$ cat src/design/rss_pkg.sv
// Package for the roast session sequencer.
// Holds command, phase, mode and status codes and the input beat struct.
// No dependencies.
`timescale 1ns / 1ps

package rss_pkg;

    localparam logic [3:0] CMD_TICK     = 4'd0;
    localparam logic [3:0] CMD_START    = 4'd1;
    localparam logic [3:0] CMD_PAUSE    = 4'd2;
    localparam logic [3:0] CMD_RESUME   = 4'd3;
    localparam logic [3:0] CMD_CHARGE   = 4'd4;
    localparam logic [3:0] CMD_COOL     = 4'd5;
    localparam logic [3:0] CMD_CANCEL   = 4'd6;
    localparam logic [3:0] CMD_COMPLETE = 4'd7;
    localparam logic [3:0] CMD_ABORT    = 4'd8;
    localparam logic [3:0] CMD_MANUAL   = 4'd9;
    localparam logic [3:0] CMD_SAFETY   = 4'd10;
    localparam logic [3:0] CMD_RESTORE  = 4'd11;
    localparam logic [3:0] CMD_QUERY    = 4'd12;

    localparam logic [2:0] PH_IDLE     = 3'd0;
    localparam logic [2:0] PH_PREHEAT  = 3'd1;
    localparam logic [2:0] PH_ROASTING = 3'd2;
    localparam logic [2:0] PH_DEVELOP  = 3'd3;
    localparam logic [2:0] PH_COOLING  = 3'd4;
    localparam logic [2:0] PH_DONE     = 3'd5;
    localparam logic [2:0] PH_ABORTED  = 3'd6;

    localparam logic [1:0] MODE_NONE    = 2'd0;
    localparam logic [1:0] MODE_PROFILE = 2'd1;
    localparam logic [1:0] MODE_MANUAL  = 2'd2;

    localparam logic [1:0] ST_OK    = 2'd0;
    localparam logic [1:0] ST_STATE = 2'd1;
    localparam logic [1:0] ST_ARG   = 2'd2;

    localparam logic [1:0] SAFETY_OK = 2'd0;

    localparam int RESTORE_BITS = 32;

    typedef struct packed {
        logic [3:0]              command;
        logic [1:0]              mode_in;
        logic                    confirmed;
        logic [1:0]              safety_in;
        logic [2:0]              restore_phase;
        logic                    restore_paused;
        logic                    restore_switched;
        logic [RESTORE_BITS-1:0] restore_elapsed;
    } cmd_t;

    // handoff from the input stage to the core
    typedef struct packed {
        logic valid;
        cmd_t beat;
    } stage_t;

endpackage

$ cat src/design/rss_if.sv
// Channel interfaces for the roast session sequencer.
// Command channel and result channel; depends on nothing.
`timescale 1ns / 1ps

interface rss_cmd_if;
    logic        valid;
    logic        ready;
    logic [3:0]  command;
    logic [1:0]  mode_in;
    logic        confirmed;
    logic [1:0]  safety_in;
    logic [2:0]  restore_phase;
    logic        restore_paused;
    logic        restore_switched;
    logic [31:0] restore_elapsed;

    modport source (
        output valid, command, mode_in, confirmed, safety_in, restore_phase,
               restore_paused, restore_switched, restore_elapsed,
        input  ready
    );
    modport sink (
        input  valid, command, mode_in, confirmed, safety_in, restore_phase,
               restore_paused, restore_switched, restore_elapsed,
        output ready
    );
endinterface

interface rss_res_if #(
    parameter int ELAPSED_BITS = 32
);
    logic                    valid;
    logic                    ready;
    logic [1:0]              status;
    logic [2:0]              phase;
    logic                    is_paused;
    logic [1:0]              ctrl_mode;
    logic                    switch_used;
    logic [1:0]              safety_level;
    logic                    abort_pending;
    logic [ELAPSED_BITS-1:0] elapsed_count;
    logic                    heater_off;
    logic                    persist;

    modport source (
        output valid, status, phase, is_paused, ctrl_mode, switch_used,
               safety_level, abort_pending, elapsed_count, heater_off, persist,
        input  ready
    );
    modport sink (
        input  valid, status, phase, is_paused, ctrl_mode, switch_used,
               safety_level, abort_pending, elapsed_count, heater_off, persist,
        output ready
    );
endinterface

$ cat src/design/rss_in_stage.sv
// Input register for the roast session sequencer.
// Captures one command beat; depends on rss_pkg and rss_cmd_if.
`timescale 1ns / 1ps

module rss_in_stage (
    input  logic            clk,
    input  logic            rst_n,
    rss_cmd_if.sink         cmd,
    input  logic            take,
    output rss_pkg::stage_t stage
);
    import rss_pkg::*;

    logic valid_reg;
    logic valid_next;
    cmd_t beat_reg;

    assign cmd.ready = !valid_reg || take;

    always_comb
    begin
        valid_next = valid_reg;
        if (cmd.ready)
        begin
            valid_next = cmd.valid;
        end
    end

    always_ff @(posedge clk or negedge rst_n)
    begin
        if (!rst_n)
        begin
            valid_reg <= 1'b0;
        end
        else
        begin
            valid_reg <= valid_next;
        end
    end

    always_ff @(posedge clk)
    begin
        if (cmd.ready && cmd.valid)
        begin
            beat_reg.command          <= cmd.command;
            beat_reg.mode_in          <= cmd.mode_in;
            beat_reg.confirmed        <= cmd.confirmed;
            beat_reg.safety_in        <= cmd.safety_in;
            beat_reg.restore_phase    <= cmd.restore_phase;
            beat_reg.restore_paused   <= cmd.restore_paused;
            beat_reg.restore_switched <= cmd.restore_switched;
            beat_reg.restore_elapsed  <= cmd.restore_elapsed;
        end
    end

    assign stage.valid = valid_reg;
    assign stage.beat  = beat_reg;

endmodule

$ cat src/design/rss_core.sv
// Session state registers, command decode and result register.
// Depends on rss_pkg and rss_res_if.
`timescale 1ns / 1ps

module rss_core #(
    parameter int ELAPSED_BITS = 32
) (
    input  logic            clk,
    input  logic            rst_n,
    input  rss_pkg::stage_t stage,
    output logic            take,
    rss_res_if.source       res
);
    import rss_pkg::*;

    localparam int CMP_BITS = (ELAPSED_BITS > RESTORE_BITS) ? ELAPSED_BITS : RESTORE_BITS;
    localparam logic [ELAPSED_BITS-1:0] ELAPSED_MAX = {ELAPSED_BITS{1'b1}};

    logic [2:0]              phase_reg, phase_next;
    logic                    paused_reg, paused_next;
    logic [1:0]              mode_reg, mode_next;
    logic                    switched_reg, switched_next;
    logic [1:0]              safety_reg, safety_next;
    logic                    pending_abort_reg, pending_abort_next;
    logic [ELAPSED_BITS-1:0] elapsed_reg, elapsed_next;

    logic                    out_valid_reg, out_valid_next;
    logic [1:0]              status_reg, status_next;
    logic                    heater_off_reg, heater_off_next;
    logic                    persist_reg, persist_next;

    logic                    active;
    logic                    mode_ok;
    logic [CMP_BITS-1:0]     restore_ext;
    logic [ELAPSED_BITS-1:0] restore_sat;
    cmd_t                    b;

    assign b       = stage.beat;
    assign take    = stage.valid && (!out_valid_reg || res.ready);
    assign active  = phase_reg inside {[PH_PREHEAT:PH_COOLING]};
    assign mode_ok = b.mode_in inside {MODE_PROFILE, MODE_MANUAL};

    assign restore_ext = CMP_BITS'(b.restore_elapsed);
    assign restore_sat = (restore_ext > CMP_BITS'(ELAPSED_MAX)) ? ELAPSED_MAX
                                                                 : restore_ext[ELAPSED_BITS-1:0];

    always_comb
    begin
        phase_next         = phase_reg;
        paused_next        = paused_reg;
        mode_next          = mode_reg;
        switched_next      = switched_reg;
        safety_next        = safety_reg;
        pending_abort_next = pending_abort_reg;
        elapsed_next       = elapsed_reg;
        status_next        = ST_OK;
        heater_off_next    = 1'b0;
        persist_next       = 1'b0;

        case (b.command)
            CMD_TICK:
            begin
                if (active && !paused_reg && elapsed_reg != ELAPSED_MAX)
                begin
                    elapsed_next = elapsed_reg + ELAPSED_BITS'(1);
                end
            end
            CMD_START:
            begin
                if (active)
                begin
                    status_next = ST_STATE;
                end
                else if (!mode_ok)
                begin
                    status_next = ST_ARG;
                end
                else
                begin
                    phase_next         = PH_PREHEAT;
                    paused_next        = 1'b0;
                    mode_next          = b.mode_in;
                    switched_next      = (b.mode_in == MODE_MANUAL);
                    safety_next        = SAFETY_OK;
                    pending_abort_next = 1'b0;
                    elapsed_next       = '0;
                    persist_next       = 1'b1;
                end
            end
            CMD_PAUSE:
            begin
                if (!active)
                begin
                    status_next = ST_STATE;
                end
                else if (!paused_reg)
                begin
                    paused_next  = 1'b1;
                    persist_next = 1'b1;
                end
            end
            CMD_RESUME:
            begin
                if (!paused_reg)
                begin
                    status_next = ST_STATE;
                end
                else
                begin
                    paused_next  = 1'b0;
                    persist_next = 1'b1;
                end
            end
            CMD_CHARGE:
            begin
                if (phase_reg != PH_PREHEAT)
                begin
                    status_next = ST_STATE;
                end
                else
                begin
                    phase_next   = PH_ROASTING;
                    elapsed_next = '0;
                    persist_next = 1'b1;
                end
            end
            CMD_COOL:
            begin
                if (!(phase_reg inside {PH_ROASTING, PH_DEVELOP}))
                begin
                    status_next = ST_STATE;
                end
                else
                begin
                    phase_next      = PH_COOLING;
                    heater_off_next = 1'b1;
                    persist_next    = 1'b1;
                end
            end
            CMD_CANCEL:
            begin
                if (!active)
                begin
                    status_next = ST_STATE;
                end
                else
                begin
                    pending_abort_next = 1'b1;
                    persist_next       = 1'b1;
                    // already cooling: only mark the abort
                    if (phase_reg != PH_COOLING)
                    begin
                        phase_next      = PH_COOLING;
                        heater_off_next = 1'b1;
                    end
                end
            end
            CMD_COMPLETE:
            begin
                if (phase_reg != PH_COOLING)
                begin
                    status_next = ST_STATE;
                end
                else
                begin
                    phase_next   = pending_abort_reg ? PH_ABORTED : PH_DONE;
                    persist_next = 1'b1;
                end
            end
            CMD_ABORT:
            begin
                if (phase_reg == PH_IDLE)
                begin
                    status_next = ST_STATE;
                end
                else
                begin
                    phase_next      = PH_ABORTED;
                    heater_off_next = 1'b1;
                    persist_next    = 1'b1;
                end
            end
            CMD_MANUAL:
            begin
                if (mode_reg != MODE_PROFILE)
                begin
                    status_next = ST_STATE;
                end
                else if (!b.confirmed)
                begin
                    status_next = ST_ARG;
                end
                else
                begin
                    mode_next     = MODE_MANUAL;
                    switched_next = 1'b1;
                end
            end
            CMD_SAFETY:
            begin
                safety_next = b.safety_in;
            end
            CMD_RESTORE:
            begin
                if (b.restore_phase > PH_ABORTED || !mode_ok)
                begin
                    status_next = ST_ARG;
                end
                else
                begin
                    phase_next         = b.restore_phase;
                    paused_next        = b.restore_paused;
                    mode_next          = b.mode_in;
                    switched_next      = b.restore_switched;
                    safety_next        = SAFETY_OK;
                    pending_abort_next = 1'b0;
                    elapsed_next       = restore_sat;
                    persist_next       = 1'b1;
                end
            end
            CMD_QUERY:
            begin
            end
            default:
            begin
                status_next = ST_ARG;
            end
        endcase
    end

    always_comb
    begin
        out_valid_next = out_valid_reg;
        if (take)
        begin
            out_valid_next = 1'b1;
        end
        else if (res.ready)
        begin
            out_valid_next = 1'b0;
        end
    end

    always_ff @(posedge clk or negedge rst_n)
    begin
        if (!rst_n)
        begin
            phase_reg         <= PH_IDLE;
            paused_reg        <= 1'b0;
            mode_reg          <= MODE_NONE;
            switched_reg      <= 1'b0;
            safety_reg        <= SAFETY_OK;
            pending_abort_reg <= 1'b0;
            elapsed_reg       <= '0;
            out_valid_reg     <= 1'b0;
        end
        else
        begin
            out_valid_reg <= out_valid_next;
            if (take)
            begin
                phase_reg         <= phase_next;
                paused_reg        <= paused_next;
                mode_reg          <= mode_next;
                switched_reg      <= switched_next;
                safety_reg        <= safety_next;
                pending_abort_reg <= pending_abort_next;
                elapsed_reg       <= elapsed_next;
            end
        end
    end

    always_ff @(posedge clk)
    begin
        if (take)
        begin
            status_reg     <= status_next;
            heater_off_reg <= heater_off_next;
            persist_reg    <= persist_next;
        end
    end

    // state registers double as the result's state fields
    assign res.valid         = out_valid_reg;
    assign res.status        = status_reg;
    assign res.phase         = phase_reg;
    assign res.is_paused     = paused_reg;
    assign res.ctrl_mode     = mode_reg;
    assign res.switch_used   = switched_reg;
    assign res.safety_level  = safety_reg;
    assign res.abort_pending = pending_abort_reg;
    assign res.elapsed_count = elapsed_reg;
    assign res.heater_off    = heater_off_reg;
    assign res.persist       = persist_reg;

endmodule

$ cat src/design/roast_session_sequencer_unit.sv
// Top level of the roast session sequencer.
// Depends on rss_pkg, rss_if, rss_in_stage and rss_core.
`timescale 1ns / 1ps

// Takes one command beat per cycle while results are taken, and returns
// exactly one result beat for each, in order: a status, the full session
// state after the command, and the heater-off and persist pulses. A command
// is captured by the input register when it is accepted; once the result
// register is empty or being taken, the session state update is written
// into the result register, and the result stays valid there until it is
// taken. The state update is a combinational decode with one
// ELAPSED_BITS-wide saturating increment, so throughput is one command per
// cycle while the result side keeps ready high; when the result is stalled,
// one more command is held in the input register.
module roast_session_sequencer_unit #(
    parameter int ELAPSED_BITS = 32
) (
    input logic       clk,
    input logic       rst_n,
    rss_cmd_if.sink   cmd,
    rss_res_if.source res
);
    import rss_pkg::*;

    stage_t stage;
    logic   take;

    rss_in_stage u_in_stage (
        .clk   (clk),
        .rst_n (rst_n),
        .cmd   (cmd),
        .take  (take),
        .stage (stage)
    );

    rss_core #(
        .ELAPSED_BITS (ELAPSED_BITS)
    ) u_core (
        .clk   (clk),
        .rst_n (rst_n),
        .stage (stage),
        .take  (take),
        .res   (res)
    );

endmodule

$ cat src/flat_wrapper.sv
// flat-port wrapper written by rule: the top's interface ports become plain ports
module roast_session_sequencer_unit_flat import rss_pkg::*;
#(
    parameter int ELAPSED_BITS = 32
)
  (clk, rst_n, cmd_valid, cmd_command, cmd_mode_in, cmd_confirmed, cmd_safety_in, cmd_restore_phase, cmd_restore_paused, cmd_restore_switched, cmd_restore_elapsed, cmd_ready, res_valid, res_status, res_phase, res_is_paused, res_ctrl_mode, res_switch_used, res_safety_level, res_abort_pending, res_elapsed_count, res_heater_off, res_persist, res_ready);
  rss_cmd_if cmd_i ();
  rss_res_if #(.ELAPSED_BITS(ELAPSED_BITS)) res_i ();
  input logic clk;
  input logic rst_n;
  input wire logic [$bits(cmd_i.valid)-1:0] cmd_valid;
  input wire logic [$bits(cmd_i.command)-1:0] cmd_command;
  input wire logic [$bits(cmd_i.mode_in)-1:0] cmd_mode_in;
  input wire logic [$bits(cmd_i.confirmed)-1:0] cmd_confirmed;
  input wire logic [$bits(cmd_i.safety_in)-1:0] cmd_safety_in;
  input wire logic [$bits(cmd_i.restore_phase)-1:0] cmd_restore_phase;
  input wire logic [$bits(cmd_i.restore_paused)-1:0] cmd_restore_paused;
  input wire logic [$bits(cmd_i.restore_switched)-1:0] cmd_restore_switched;
  input wire logic [$bits(cmd_i.restore_elapsed)-1:0] cmd_restore_elapsed;
  output wire logic [$bits(cmd_i.ready)-1:0] cmd_ready;
  output wire logic [$bits(res_i.valid)-1:0] res_valid;
  output wire logic [$bits(res_i.status)-1:0] res_status;
  output wire logic [$bits(res_i.phase)-1:0] res_phase;
  output wire logic [$bits(res_i.is_paused)-1:0] res_is_paused;
  output wire logic [$bits(res_i.ctrl_mode)-1:0] res_ctrl_mode;
  output wire logic [$bits(res_i.switch_used)-1:0] res_switch_used;
  output wire logic [$bits(res_i.safety_level)-1:0] res_safety_level;
  output wire logic [$bits(res_i.abort_pending)-1:0] res_abort_pending;
  output wire logic [$bits(res_i.elapsed_count)-1:0] res_elapsed_count;
  output wire logic [$bits(res_i.heater_off)-1:0] res_heater_off;
  output wire logic [$bits(res_i.persist)-1:0] res_persist;
  input wire logic [$bits(res_i.ready)-1:0] res_ready;
  assign cmd_i.valid = cmd_valid;
  assign cmd_i.command = cmd_command;
  assign cmd_i.mode_in = cmd_mode_in;
  assign cmd_i.confirmed = cmd_confirmed;
  assign cmd_i.safety_in = cmd_safety_in;
  assign cmd_i.restore_phase = cmd_restore_phase;
  assign cmd_i.restore_paused = cmd_restore_paused;
  assign cmd_i.restore_switched = cmd_restore_switched;
  assign cmd_i.restore_elapsed = cmd_restore_elapsed;
  assign cmd_ready = cmd_i.ready;
  assign res_valid = res_i.valid;
  assign res_status = res_i.status;
  assign res_phase = res_i.phase;
  assign res_is_paused = res_i.is_paused;
  assign res_ctrl_mode = res_i.ctrl_mode;
  assign res_switch_used = res_i.switch_used;
  assign res_safety_level = res_i.safety_level;
  assign res_abort_pending = res_i.abort_pending;
  assign res_elapsed_count = res_i.elapsed_count;
  assign res_heater_off = res_i.heater_off;
  assign res_persist = res_i.persist;
  assign res_i.ready = res_ready;
  roast_session_sequencer_unit #(.ELAPSED_BITS(ELAPSED_BITS)) u_core (.clk(clk), .rst_n(rst_n), .cmd(cmd_i), .res(res_i));
endmodule
$ cat config.mk
export PLATFORM = sky130hd
export DESIGN_NAME = roast_session_sequencer_unit_flat
export DESIGN_NICKNAME = d
export VERILOG_FILES = /design/src/design/rss_pkg.sv /design/src/design/rss_if.sv /design/src/design/rss_in_stage.sv /design/src/design/rss_core.sv /design/src/design/roast_session_sequencer_unit.sv /design/src/flat_wrapper.sv
export SDC_FILE = /design/constraint.sdc
export NUM_CORES = 1
export LEC_CHECK = 0
export BUFFER_PORTS_ARGS = -buffer_cell sky130_fd_sc_hd__buf_2
export CAP_MARGIN = 20
export CORE_MARGIN = 2
export CORE_UTILIZATION = 56
export CTS_CLUSTER_SIZE = 28
export DETAILED_ROUTE_END_ITERATION = 6
export PLACE_DENSITY = 0.85
export SYNTH_ARGS = -nofsm -noshare
export SYNTH_HDL_FRONTEND = slang
export SYNTH_HIERARCHICAL = 1
export SYNTH_SLANG_ARGS = --single-unit
$ cat constraint.sdc
create_clock -name clk -period 2.65 [get_ports clk]
set_input_delay 0 -clock clk [delete_from_list [all_inputs] [get_ports clk]]
set_output_delay 0 -clock clk [all_outputs]
set_load 0.02 [all_outputs]
### Yosys cells after proc, flatten, opt, wreduce, memory -nomap -nowiden

Index checks and enable logic that the tools add are counted.

| storage, ports and cells | value |
|---|---|
| output and inout bits | 48 |
| input bits | 50 |
| memories kept | 0 |
| RAM bits | 0 |
| register bits after elaboration | 94 |
| logic and storage cells | 159 |
| bits in read-only memories | 0 |
| bits in latches | 0 |

| operators by class | value |
|---|---|
| magnitude comparators | 4 |
| reduce and logical (&&, ||, !) cells | 31 |
| shift operators | 0 |
| bitwise gates (word level) | 0 |
| multipliers | 0 |
| $add $sub $neg | 1 |
| equal/unequal tests | 33 |
| multiplexer cells | 70 |
| divide/modulo/power cells | 0 |

Operator list:

| cell | number |
|---|---|
| two-way mux 32 bit | 6 |
| case mux 32 bit (4 select lines) | 1 |
| adder 32 x 1 -> 32 bit (second input constant) | 1 |
| > comparator 32 bit (second input constant) | 1 |
| inequality test 32 bit (second input constant) | 1 |
| two-way mux 1 bit | 31 |
| two-way mux 2 bit | 14 |
| two-way mux 3 bit | 9 |
| inequality test 2 bit (second input constant) | 12 |
| case mux 3 bit (7 select lines) | 1 |
| equality test 4 bit (second input constant) | 5 |
| case mux 2 bit (10 select lines) | 1 |
| equality test 4 x 3 -> 1 bit (second input constant) | 4 |
| AND reduction 7 bit | 2 |
| case mux 2 bit (3 select lines) | 2 |
| AND reduction 6 bit | 2 |
| AND reduction 11 bit | 1 |
| case mux 1 bit (3 select lines) | 3 |
| case mux 1 bit (9 select lines) | 1 |
| nonzero test 3 bit | 3 |
| equality test 4 x 2 -> 1 bit (second input constant) | 2 |
| nonzero test 4 bit | 2 |
| nonzero test 7 bit | 1 |
| equality test 3 x 2 -> 1 bit (second input constant) | 2 |
| 19 further kinds | 31 |

### Depth between registers and ports, before layout

Gate-level depths: netlist (run 1).

| logic depth | value |
|---|---|
| word-level depth | 6 |
| gate-level depth with buffers | 9 |
| gate-level depth less buffers | 7 |

### By module

The synthesis (run 1) kept the hierarchy.

By module, submodules not included:

| module | cells an instance | area each (um^2) | times used | seq. area each (um^2) |
|---|---|---|---|---|
| rss_core | 438 | 3555.9 | 1 | 1196.1 |
| rss_in_stage | 51 | 1442.6 | 1 | 1406.3 |

### Worst setup path after synthesis (run 1)

OpenSTA, ideal clock, no wires.

| timing path | value |
|---|---|
| path kind | flip-flop to flip-flop |
| start | register u_core.u_in_stage.beat_reg, in the netlist u_core/u_in_stage/stage[43] |
| end | register u_core.u_core.elapsed_reg[14] (netlist: u_core/u_core/res.elapsed_count[14]) |
| data required time | 2521 ps |
| library setup time | 129 ps |
| arrival | 2246 ps |
| path slack | 275 ps |
| buffers on the path | 3 |
| period minus slack after synthesis | 2375 ps |
| stages on the path, launching flop included | 9 |
| path through | edfxtp_1 -> buf_6 -> or4_1 -> or3_1 -> a221o_1 -> buf_2 -> buf_2 -> o31ai_1 -> o21ai_1 |

| on the way | value |
|---|---|
| longest elaborated chain between the ends | 3 |
| elaborated cells between the ends (all ways) | 12 |
| those cells by class | eq/ne (8); mux (1); reduce/logical (3) |

RTL lines:

| what | line | source |
|---|---|---|
| from (decl) | rss_in_stage.sv:16 | `cmd_t beat_reg;` |
| equality test 4 bit, or another cell as far along | rss_core.sv:60 | `case (b.command)` |
| nonzero test 4 bit (no line) or inequality test 2 bit (tied branches) | n/a |  |
| AND reduction 7 bit (no line) | n/a |  |
| to (signal assigned) | rss_core.sv:268 | `elapsed_reg <= elapsed_next;` |
| to (decl) | rss_core.sv:25 | `logic [ELAPSED_BITS-1:0] elapsed_reg, elapsed_next;` |

Parallel ways exist; a longest one is shown, timed or not.
A chain may end at the register's enable or synchronous reset.

### Worst setup path after layout (run 1)

| timing path | value |
|---|---|
| start | register u_core.u_in_stage.beat_reg, in the netlist u_core/u_in_stage/stage[43] |
| end | register u_core.u_core.elapsed_reg[0] (netlist: u_core/u_core/res.elapsed_count[0]) |

Same word-level chain as after synthesis.

==> out/qor.yml, run 1 <==
global_route:
  antenna_found_initial: 0
  overflow: 0
  grt_pass1_wl_um: 23000
  grt_start_max_net_pins: 47
  grt_pass1_vias: 4600
  grt.total_usage_pct: 29.4
synth:
  synth_seq_area_share_pct: 52.1
  synth_cells: 489
  ys.flop_type: "edfxtp_1"
  synthTopCellsByArea: "edfxtp_1 30%, dfrtp_1 22%, o31ai_1 3.8%"
  yosysTopAreaCellShare_pct: 30.0
  ys_ff_latch: 94
  async_flop_share_pct: 46.8
  synth_top_area_cell: "edfxtp_1"
  syn-num-nets: 541
  synth_warnings: 6
  synth_area_per_cell_um2: 10.2
  synth_enable_flop_cells: 50
  netlist_area_um2: 5000
  synth_cell_types: 64
floorplanning:
  core.rowCount: 34
  die_x_um: 98.5
  die_h_um: 98.5
  core_area_um2: 8680
  io-pin-count: 98
  start_util_pct: 57.6
  die_area_um2: 9700
critical_path:
  crit_path_cell_trace: "or4_1, or3_1, a221o_1, nor2_1, mux2_2"
  path_class: "reg -> reg"
  worstSetupStartpoint: "u_core/u_in_stage/stage[43]"
  r2r-end: "u_core/u_core/res.elapsed_count[0]"
  crit_path_end: "u_core/u_core/res.elapsed_count[0]"
  critPathMaxFanout: 5
  r2r_slack_ns: 0.18
  ff2ff_path_depth: 5
  cp_data_required_time_ns: 2.91
  cp.arrival_ns: 2.73
  r2r-start: "u_core/u_in_stage/stage[43]"
  slowest_delay_ns: 0.55
  crit_slowest_cell: "or4_1"
  cp-end-kind: "register"
  start_kind: "register"
sta:
  timing.final.ws_setup_ns: 0.185
  slew_violations: 0
  hold_viol_final: 0
  max_slew_margin_pct: 53.0
  worst_hold_slack_ns: 0.0361
  finalCritPeriodShare_pct: 93.0
  fin_setup_tns_ns: 0
  period_needed_ns: 2.47
  fmax_mhz: 406
  setup_viol: 0
  worst_pin_slew_ns: 0.699
  final.setup_skew_ns: 0.0145
  grt_setup_unrepaired: "false"
clock_network:
  post_cts_buffers: 0
  root_buffer: "clkbuf_8"
  cts.path.max_buffers: 2
  htreeDepth: 3
  clkLatencyLatePin_ns: 0.37
  cts_tree: "done"
  clock-sinks: 94
  cts_buffers: 9
  clkTransAtPathRegs_ns: 0.11
routing:
  drt_iter0_drc: 603
  wl_per_cell_um: 18.8
  vias: 4842
  drt_wl_total_um: 14100
  post_drt_via_cell_ratio: 6.44
  drc_errors: 0
  drt_pre_antenna_iters: 6
  detail-route-antenna-nets: 0
placed_design:
  io_buffers: 97
  pre_cts_slack_ns: 0.253
  routabilityCongestion: 0.991
  dpl.hpwl_um: 8600
power_and_ir_drop:
  total_power_mw: 4.48
  p_leak_nw: 2.52
  power_density_nw_per_um2: 703
  ir_worst_vdd_mv: 0.417
finish:
  final_cell_mix: "97 x buf_2, 50 x edfxtp_1, 49 x dlygate4sd3_1"
  diodes: 0
  fin_nets: 691
  layout-drive-gt1-share_pct: 24.8
  syn_to_final_growth_pct: 27.6
  largest_reg_flops: 46
  final_common_cell: "buf_2"
job:
  cap_viol_max_count: 0
min_path:
  hold_path_class: "in -> async"
run_status:
  status: "completed"
==> Yosys cell counts (2+ instances only) <==
cell type  instances
dfrtp_1           44
o22ai_1            4
a2bb2oi_1          3
nand2_1           30
and2_1             5
or4_1              2
or3_1              3
a211oi_1           2
nand3b_1           3
o31ai_1           25
nor4b_1            3
nand4_1           10
o21ai_1           17
nor2_1            36
a211o_1            2
o21ai_0           26
nor2b_1            7
a22oi_1           10
and4_1             4
ha_1               2
nor3_1            11
a32oi_1            7
a22o_1             5
edfxtp_1          50
a41oi_1            6
mux2_2             8
xor2_1             2
nand2b_1           6
and3_1            10
nor3b_1            3
a31oi_1           13
clkbuf_1          30
inv_1             10
a21oi_1           16
nor4_1             4
o211ai_1           5
o31a_1            11
nand3_1           21
mux2i_1            2
buf_6              4
a21o_1             2
buf_2              3
==> worst max-delay path: cells and delay by family, from the launching register on <==
kind            cells  cell delay, ns
simple gates        3            1.21
mux                 1            0.39
compound gates      1            0.38
flops               1            0.40
==> through the flow <==
| stage | cells | area [um2] | util [%] |
|---|---|---|---|
| floorplan | 489 | 5000 | - |
| global placement | 686 | 5670 | 65.4 |
| detailed placement | 686 | 5670 | 65.4 |
| CTS | 751 | 6360 | 73.2 |
| global route | 752 | 6380 | 73.5 |
| finish | 752 | 6380 | 73.5 |
==> timing repair <==
item / in CTS / in global routing
resized for setup: 0 / 0
endpoints found under the hold margin: 92 / 0
hold buffers: 49 / 0
==> where the power goes <==
part / total [mW] / switching [mW] / internal [mW] / leakage, nW
Combinational: 1.44 / 0.867 / 0.573 / 1.38
Sequential: 2.10 / 0.300 / 1.80 / 1.04
Clock: 0.940 / 0.573 / 0.366 / 0.0993
==> worst min path at each step <==
stage          depth (start not counted)  slack (ns)                         endpoint                    from
3_3_place_gp                           1        0.18      u_core/u_in_stage/stage[35]    cmd_restore_phase[1]
3_5_place_dp                           1        0.18       u_core/u_in_stage/stage[1]  cmd_restore_elapsed[1]
5_1_grt                                2        0.05   u_core/u_core/res.ctrl_mode[1]                   rst_n
6_report                               2        0.04   u_core/u_core/res.ctrl_mode[1]                   rst_n
4_1_cts                                2        0.32       u_core/u_in_stage/stage[8]  cmd_restore_elapsed[8]
2_1_floorplan                          0       -0.30  u_core/u_core/res.abort_pending                   rst_n
==> cell type report <==
class | instances | area [um2]
Clock buffer | 9 | 124
Clock inverter | 7 | 67.6
Fill cell | 610 | 2300
Inverter | 11 | 41.3
Multi-Input combinational cell | 345 | 2180
Sequential cell | 94 | 2600
Tap cell | 108 | 135
Timing Repair Buffer | 178 | 1230
==> logic make-up after synthesis <==
family,Yosys count,synth area share (%)
muxes,10,2.20
and+or+nand+nor,164,17.3
buffers and inverters,50,4.51
xor gates and xnor gates,3,0.526
AOI/OAI and AO/OA,166,22.9
adders and majority gates,2,0.501
DFF,94,52.1
==> layer usage <==
metal	vias to the layer above	part of all wire, %	global-route usage (%)
met4	0	2.1	8.11
met3	40	10	5.18
met1	2288	39	39.8
met2	326	49	49.3
li1	2188	-	-
met5	-	0	0
Note: power is estimated with default switching activity, not from simulation.
==> inputs of run 2 (changes only) <==
CELL_PAD_IN_SITES_DETAIL_PLACEMENT = 1   (was default)
CELL_PAD_IN_SITES_GLOBAL_PLACEMENT = 2   (was default)
CORE_MARGIN = 8   (was 2)
CORE_UTILIZATION = 35   (was 56)
CTS_BUF_LIST = sky130_fd_sc_hd__clkbuf_16   (was default)
PLACE_DENSITY = 0.84   (was 0.85)
==> run 2 against run 1 <==
Net effect:
- fmax shrank 0.15%
- largest power group unchanged
- clock skew decreased by 0.0071 ns
- design area is 2.0% higher
- first-iteration DRC count is 41% lower
- critical endpoint unchanged
- largest cell class unchanged
- non-clock buffer count is 4 lower
==> out/qor.yml, run 2 (same netlist as run 1, synthesis figures left out) <==
finish:
  stdcell_area_um2: 6500
  diodes: 0
  syn_to_final_growth_pct: 30.1
  layout-drive-gt1-share_pct: 23.9
  largest_reg_flops: 46
  final_cell_mix: "97 x buf_2, 50 x edfxtp_1, 48 x dlygate4sd3_1"
  final_common_cell: "buf_2"
  fin_nets: 687
global_route:
  grt_start_max_net_pins: 47
  grt_pass1_vias: 5014
  antenna_found_initial: 0
  overflow: 0
  grt.total_usage_pct: 18.6
  grt_pass1_wl_um: 27100
power_and_ir_drop:
  p_switching_mw: 1.76
  p_int_mw: 2.99
  seqPwrFrac_pct: 44.6
  pwr-share-clk_pct: 24.8
  p_leak_nw: 2.53
  sw_frac_of_total_pct: 37.0
  comb_power_share_pct: 30.6
  ir_worst_vdd_mv: 0.368
  power_density_nw_per_um2: 731
floorplanning:
  io-pin-count: 98
  start_util_pct: 35.9
  core.rowCount: 43
  core_area_um2: 13900
  die_h_um: 136
  die_area_um2: 18400
  die_x_um: 136
critical_path:
  cp-end-kind: "register"
  critPathMaxFanout: 25
  start_kind: "register"
  path_class: "reg -> reg"
  cp_data_required_time_ns: 2.89
  cp.arrival_ns: 2.71
clock_network:
  cts_buffers: 9
  root_buffer: "clkbuf_16"
  cts_hold_buffers: 48
  clkLatencyLatePin_ns: 0.35
  htreeDepth: 3
  ctsResizeCount: 0
  clock-sinks: 94
  clkTransAtPathRegs_ns: 0.06
  post_cts_buffers: 0
  cts_tree: "done"
  cts.path.max_buffers: 2
placed_design:
  pre_cts_slack_ns: 0.182
  dpl.hpwl_um: 11300
  io_buffers: 97
  routabilityCongestion: 0.856
  place_area_um2: 5760
sta:
  fin_setup_tns_ns: 0
  hold_viol_final: 0
  slew_violations: 0
  period_needed_ns: 2.47
  worst_hold_slack_ns: 0.0178
  setup_viol: 0
  final.setup_skew_ns: 0.00748
  grt_setup_unrepaired: "false"
  timing.final.ws_setup_ns: 0.181
  max_slew_margin_pct: 50.7
  worst_pin_slew_ns: 0.740
  finalCritPeriodShare_pct: 93.2
  fmax_mhz: 405
routing:
  highest_layer: "met4"
  drt_wl_total_um: 16400
  drt_pre_antenna_iters: 6
  wl_per_cell_um: 20.0
  drc_errors: 0
  wl_met3_um: 860
  wl_met2_um: 7740
  drt-met1-wl_um: 7510
  post_drt_via_cell_ratio: 5.69
  vias: 4662
  drt_iter0_drc: 358
  detail-route-antenna-nets: 0
run_status:
  status: "completed"
min_path:
  hold_path_class: "in -> reg"
job:
  cap_viol_max_count: 0
## run 2: cell types whose count changed in the layout (fill, tap and decap cells not counted), sizes merged
cell and change:
buf -3, clkinvlp +2, dlygate4sd3 -1, inv -2
## run 2: through the flow
step	power [mW]	instances	util, %
5_1_grt	5.02	820	46.7
2_1_floorplan	2.95	489	-
3_5_place_dp	3.55	756	41.3
6_report	4.76	820	46.7
3_3_place_gp	3.50	756	41.3
4_1_cts	4.80	820	46.7
## run 2: metal layers
layer  global-route usage, %  up-vias
li1                        -     2184
met1                    24.3     2318
met2                    29.0      138
met3                    4.30       22
met4                    7.53        0
met5                       0        -
## run 2: power by group through the flow
stage / sequential, mW / combinational (mW) / clock, mW
after floorplan: 2.28 / 0.672 / 0
after global placement: 2.13 / 1.37 / 0
after detailed placement: 2.15 / 1.40 / 0
after CTS: 2.12 / 1.46 / 1.22
after global routing: 2.16 / 1.59 / 1.26
final: 2.12 / 1.46 / 1.18
## run 2: path summary, 6_finish.rpt
kind	cells after the start	slack, ns	from	end
max	6	0.18	u_core/u_in_stage/stage[43]	u_core/u_core/res.elapsed_count[0]
min	3	0.02	res_ready	u_core/u_core/res.valid
max reg2reg	6	0.18	u_core/u_in_stage/stage[43]	u_core/u_core/res.elapsed_count[0]
min reg2reg	1	0.47	u_core/u_in_stage/stage[38]	u_core/u_core/res.safety_level[1]
max in group asynchronous	3	1.69	rst_n	u_core/u_core/res.elapsed_count[24]
min in group asynchronous	2	0.25	rst_n	u_core/u_core/res.switch_used
## run 2: worst max-delay path, cell delays in order, from the launching register on
cell and delay (ns):
edfxtp_1 0.38, buf_4 0.23, nor4b_1 0.44, a22oi_1 0.17, a221o_1 0.40, nor2_1 0.34, mux2_2 0.38
## run 2: final cells by class
cell class	count	area [um2]
Timing Repair Buffer	174	1200
Sequential cell	94	2600
Fill cell	1579	7430
Multi-Input combinational cell	345	2180
Inverter	11	41.3
Tap cell	180	225
Clock buffer	9	225
Clock inverter	7	35.0
==> inputs of run 3 (changes only) <==
BUFFER_PORTS_ARGS = default   (was -buffer_cell sky130_fd_sc_hd__buf_2)
CORE_UTILIZATION = 40   (was 35)
CTS_BUF_LIST = default   (was sky130_fd_sc_hd__clkbuf_16)
DONT_BUFFER_PORTS = 1   (was default)
GPL_ROUTABILITY_DRIVEN = 1   (was default)
PLACE_DENSITY = 0.83   (was 0.84)
==> run 3 against run 2 <==
Net effect:
- via count decreased by 5.0%
- cell count decreased by 9.8%
- design area decreased by 3.9%
- combinational power decreased by 5%
- register-to-register slack got worse by 0.03 ns
- wire length increased by 0.66%
- critical path type unchanged
- critical endpoint is now u_core/u_core/res.elapsed_count[9]
- largest power group unchanged
==> out/qor.yml, run 3 (same netlist as run 1, synthesis figures left out) <==
run_status:
  status: "completed"
critical_path:
  critPathMaxFanout: 7
  cp_data_required_time_ns: 2.89
  ff2ff_path_depth: 6
  cp_num_cells: 6
  start_kind: "register"
  crit_slowest_cell: "or4_1"
  path_class: "reg -> reg"
  cp-end-kind: "register"
  worst-path-buf-inv: 1
  worstSetupStartpoint: "u_core/u_in_stage/stage[43]"
  critical-path-top-delay-family: "simple AND/OR/NAND/NOR gates"
  r2r_slack_ns: 0.15
  r2r-start: "u_core/u_in_stage/stage[43]"
  slowest_delay_ns: 0.55
  cp.arrival_ns: 2.74
  crit_path_cell_trace: "or4_1, or3_1, a221o_1, buf_4, or3_1, a22o_1"
  r2r-end: "u_core/u_core/res.elapsed_count[9]"
  crit_top_cell: "or3_1"
placed_design:
  placed_cells: 674
  dpl.hpwl_um: 11000
  routabilityCongestion: 0.910
  pre_cts_slack_ns: 0.170
  place_area_um2: 5440
  io_buffers: 0
finish:
  fin_nets: 615
  final_cells: 740
  syn_to_final_growth_pct: 25.0
  finalCoreUtilization_pct: 50.3
  final_cell_mix: "51 x buf_4, 50 x edfxtp_1, 49 x dlygate4sd3_1"
  final_common_cell: "buf_4"
  diodes: 0
  layout-drive-gt1-share_pct: 14.1
  largest_reg_flops: 46
  stdcell_area_um2: 6250
floorplanning:
  die_h_um: 128
  core.rowCount: 41
  die_area_um2: 16300
  start_util_pct: 40.3
  die_x_um: 128
  core_area_um2: 12400
  io-pin-count: 98
routing:
  drt_pre_antenna_iters: 5
  drc_errors: 0
  detail-route-antenna-nets: 0
  wl_per_cell_um: 22.3
  vias: 4428
  post_drt_via_cell_ratio: 5.98
  drt_iter0_drc: 408
  drt_wl_total_um: 16500
global_route:
  overflow: 0
  grt_pass1_wl_um: 26600
  grt.total_usage_pct: 20.9
  grt_pass1_vias: 4806
  antenna_found_initial: 0
  grt_start_max_net_pins: 47
job:
  cap_viol_max_count: 0
clock_network:
  clock-sinks: 94
  cts_buffers: 9
  cts_tree: "done"
  clkLatencyLatePin_ns: 0.35
  ctsResizeCount: 0
  cts_hold_buffers: 50
  htreeDepth: 3
  root_buffer: "clkbuf_16"
  clkTransAtPathRegs_ns: 0.07
  post_cts_buffers: 0
  cts.path.max_buffers: 2
sta:
  timing.final.ws_setup_ns: 0.150
  max_slew_margin_pct: 56.3
  final.setup_skew_ns: 0.0102
  period_needed_ns: 2.50
  grt_setup_unrepaired: "false"
  fmax_mhz: 400
  setup_viol: 0
  worst_hold_slack_ns: 0.170
  worst_pin_slew_ns: 0.656
  finalCritPeriodShare_pct: 94.3
  slew_violations: 0
  hold_viol_final: 0
  fin_setup_tns_ns: 0
power_and_ir_drop:
  ir_worst_vdd_mv: 0.431
  total_power_mw: 4.81
  power_density_nw_per_um2: 771
  p_leak_nw: 2.26
min_path:
  hold_path_class: "in -> async"
run 3: cell count changes in the layout (fill, tap and decap cells not counted), sizes merged:
cell	change
buf	-73
bufinv	+1
clkbuf	+5
clkinv	-2
clkinvlp	-2
dlygate4sd3	+1
inv	-2
run 3: worst max path at each step:
stage,endpoint
after global routing,u_core/u_core/res.elapsed_count[9]
after floorplan,u_core/u_core/res.elapsed_count[14]
after global placement,u_core/u_core/res.elapsed_count[9]
after detailed placement,u_core/u_core/res.elapsed_count[9]
final,u_core/u_core/res.elapsed_count[9]
after CTS,u_core/u_core/res.elapsed_count[9]
run 3: report_power, final:
group	internal [mW]	total, mW	switching (mW)
clock network	0.757	1.29	0.530
logic	0.536	1.39	0.852
registers	1.80	2.14	0.333
run 3: cell type report:
class / instances / area (um2)
well taps: 172 / 215
clock buffers: 14 / 254
fillers: 1382 / 6170
multi-input cells: 345 / 2180
inverters: 11 / 41.3
flip-flops and latches: 94 / 2600
repair buffers: 102 / 921
clock inverters: 2 / 35.0
run 3: worst register-to-register path, stage by stage (launching register included):
cell      delay (ns)
edfxtp_1        0.39
or4_1           0.55
or3_1           0.33
a221o_1         0.40
buf_4           0.21
or3_1           0.34
a22o_1          0.18
run 3: metal layers:
metal | wire length (um) | vias up | track usage, %
met1 | 6710 | 2225 | 24.2
li1 | - | 2039 | -
met2 | 8450 | 148 | 36.2
met5 | 0 | - | 0
met4 | 216 | 0 | 6.36
met3 | 1160 | 16 | 6.32
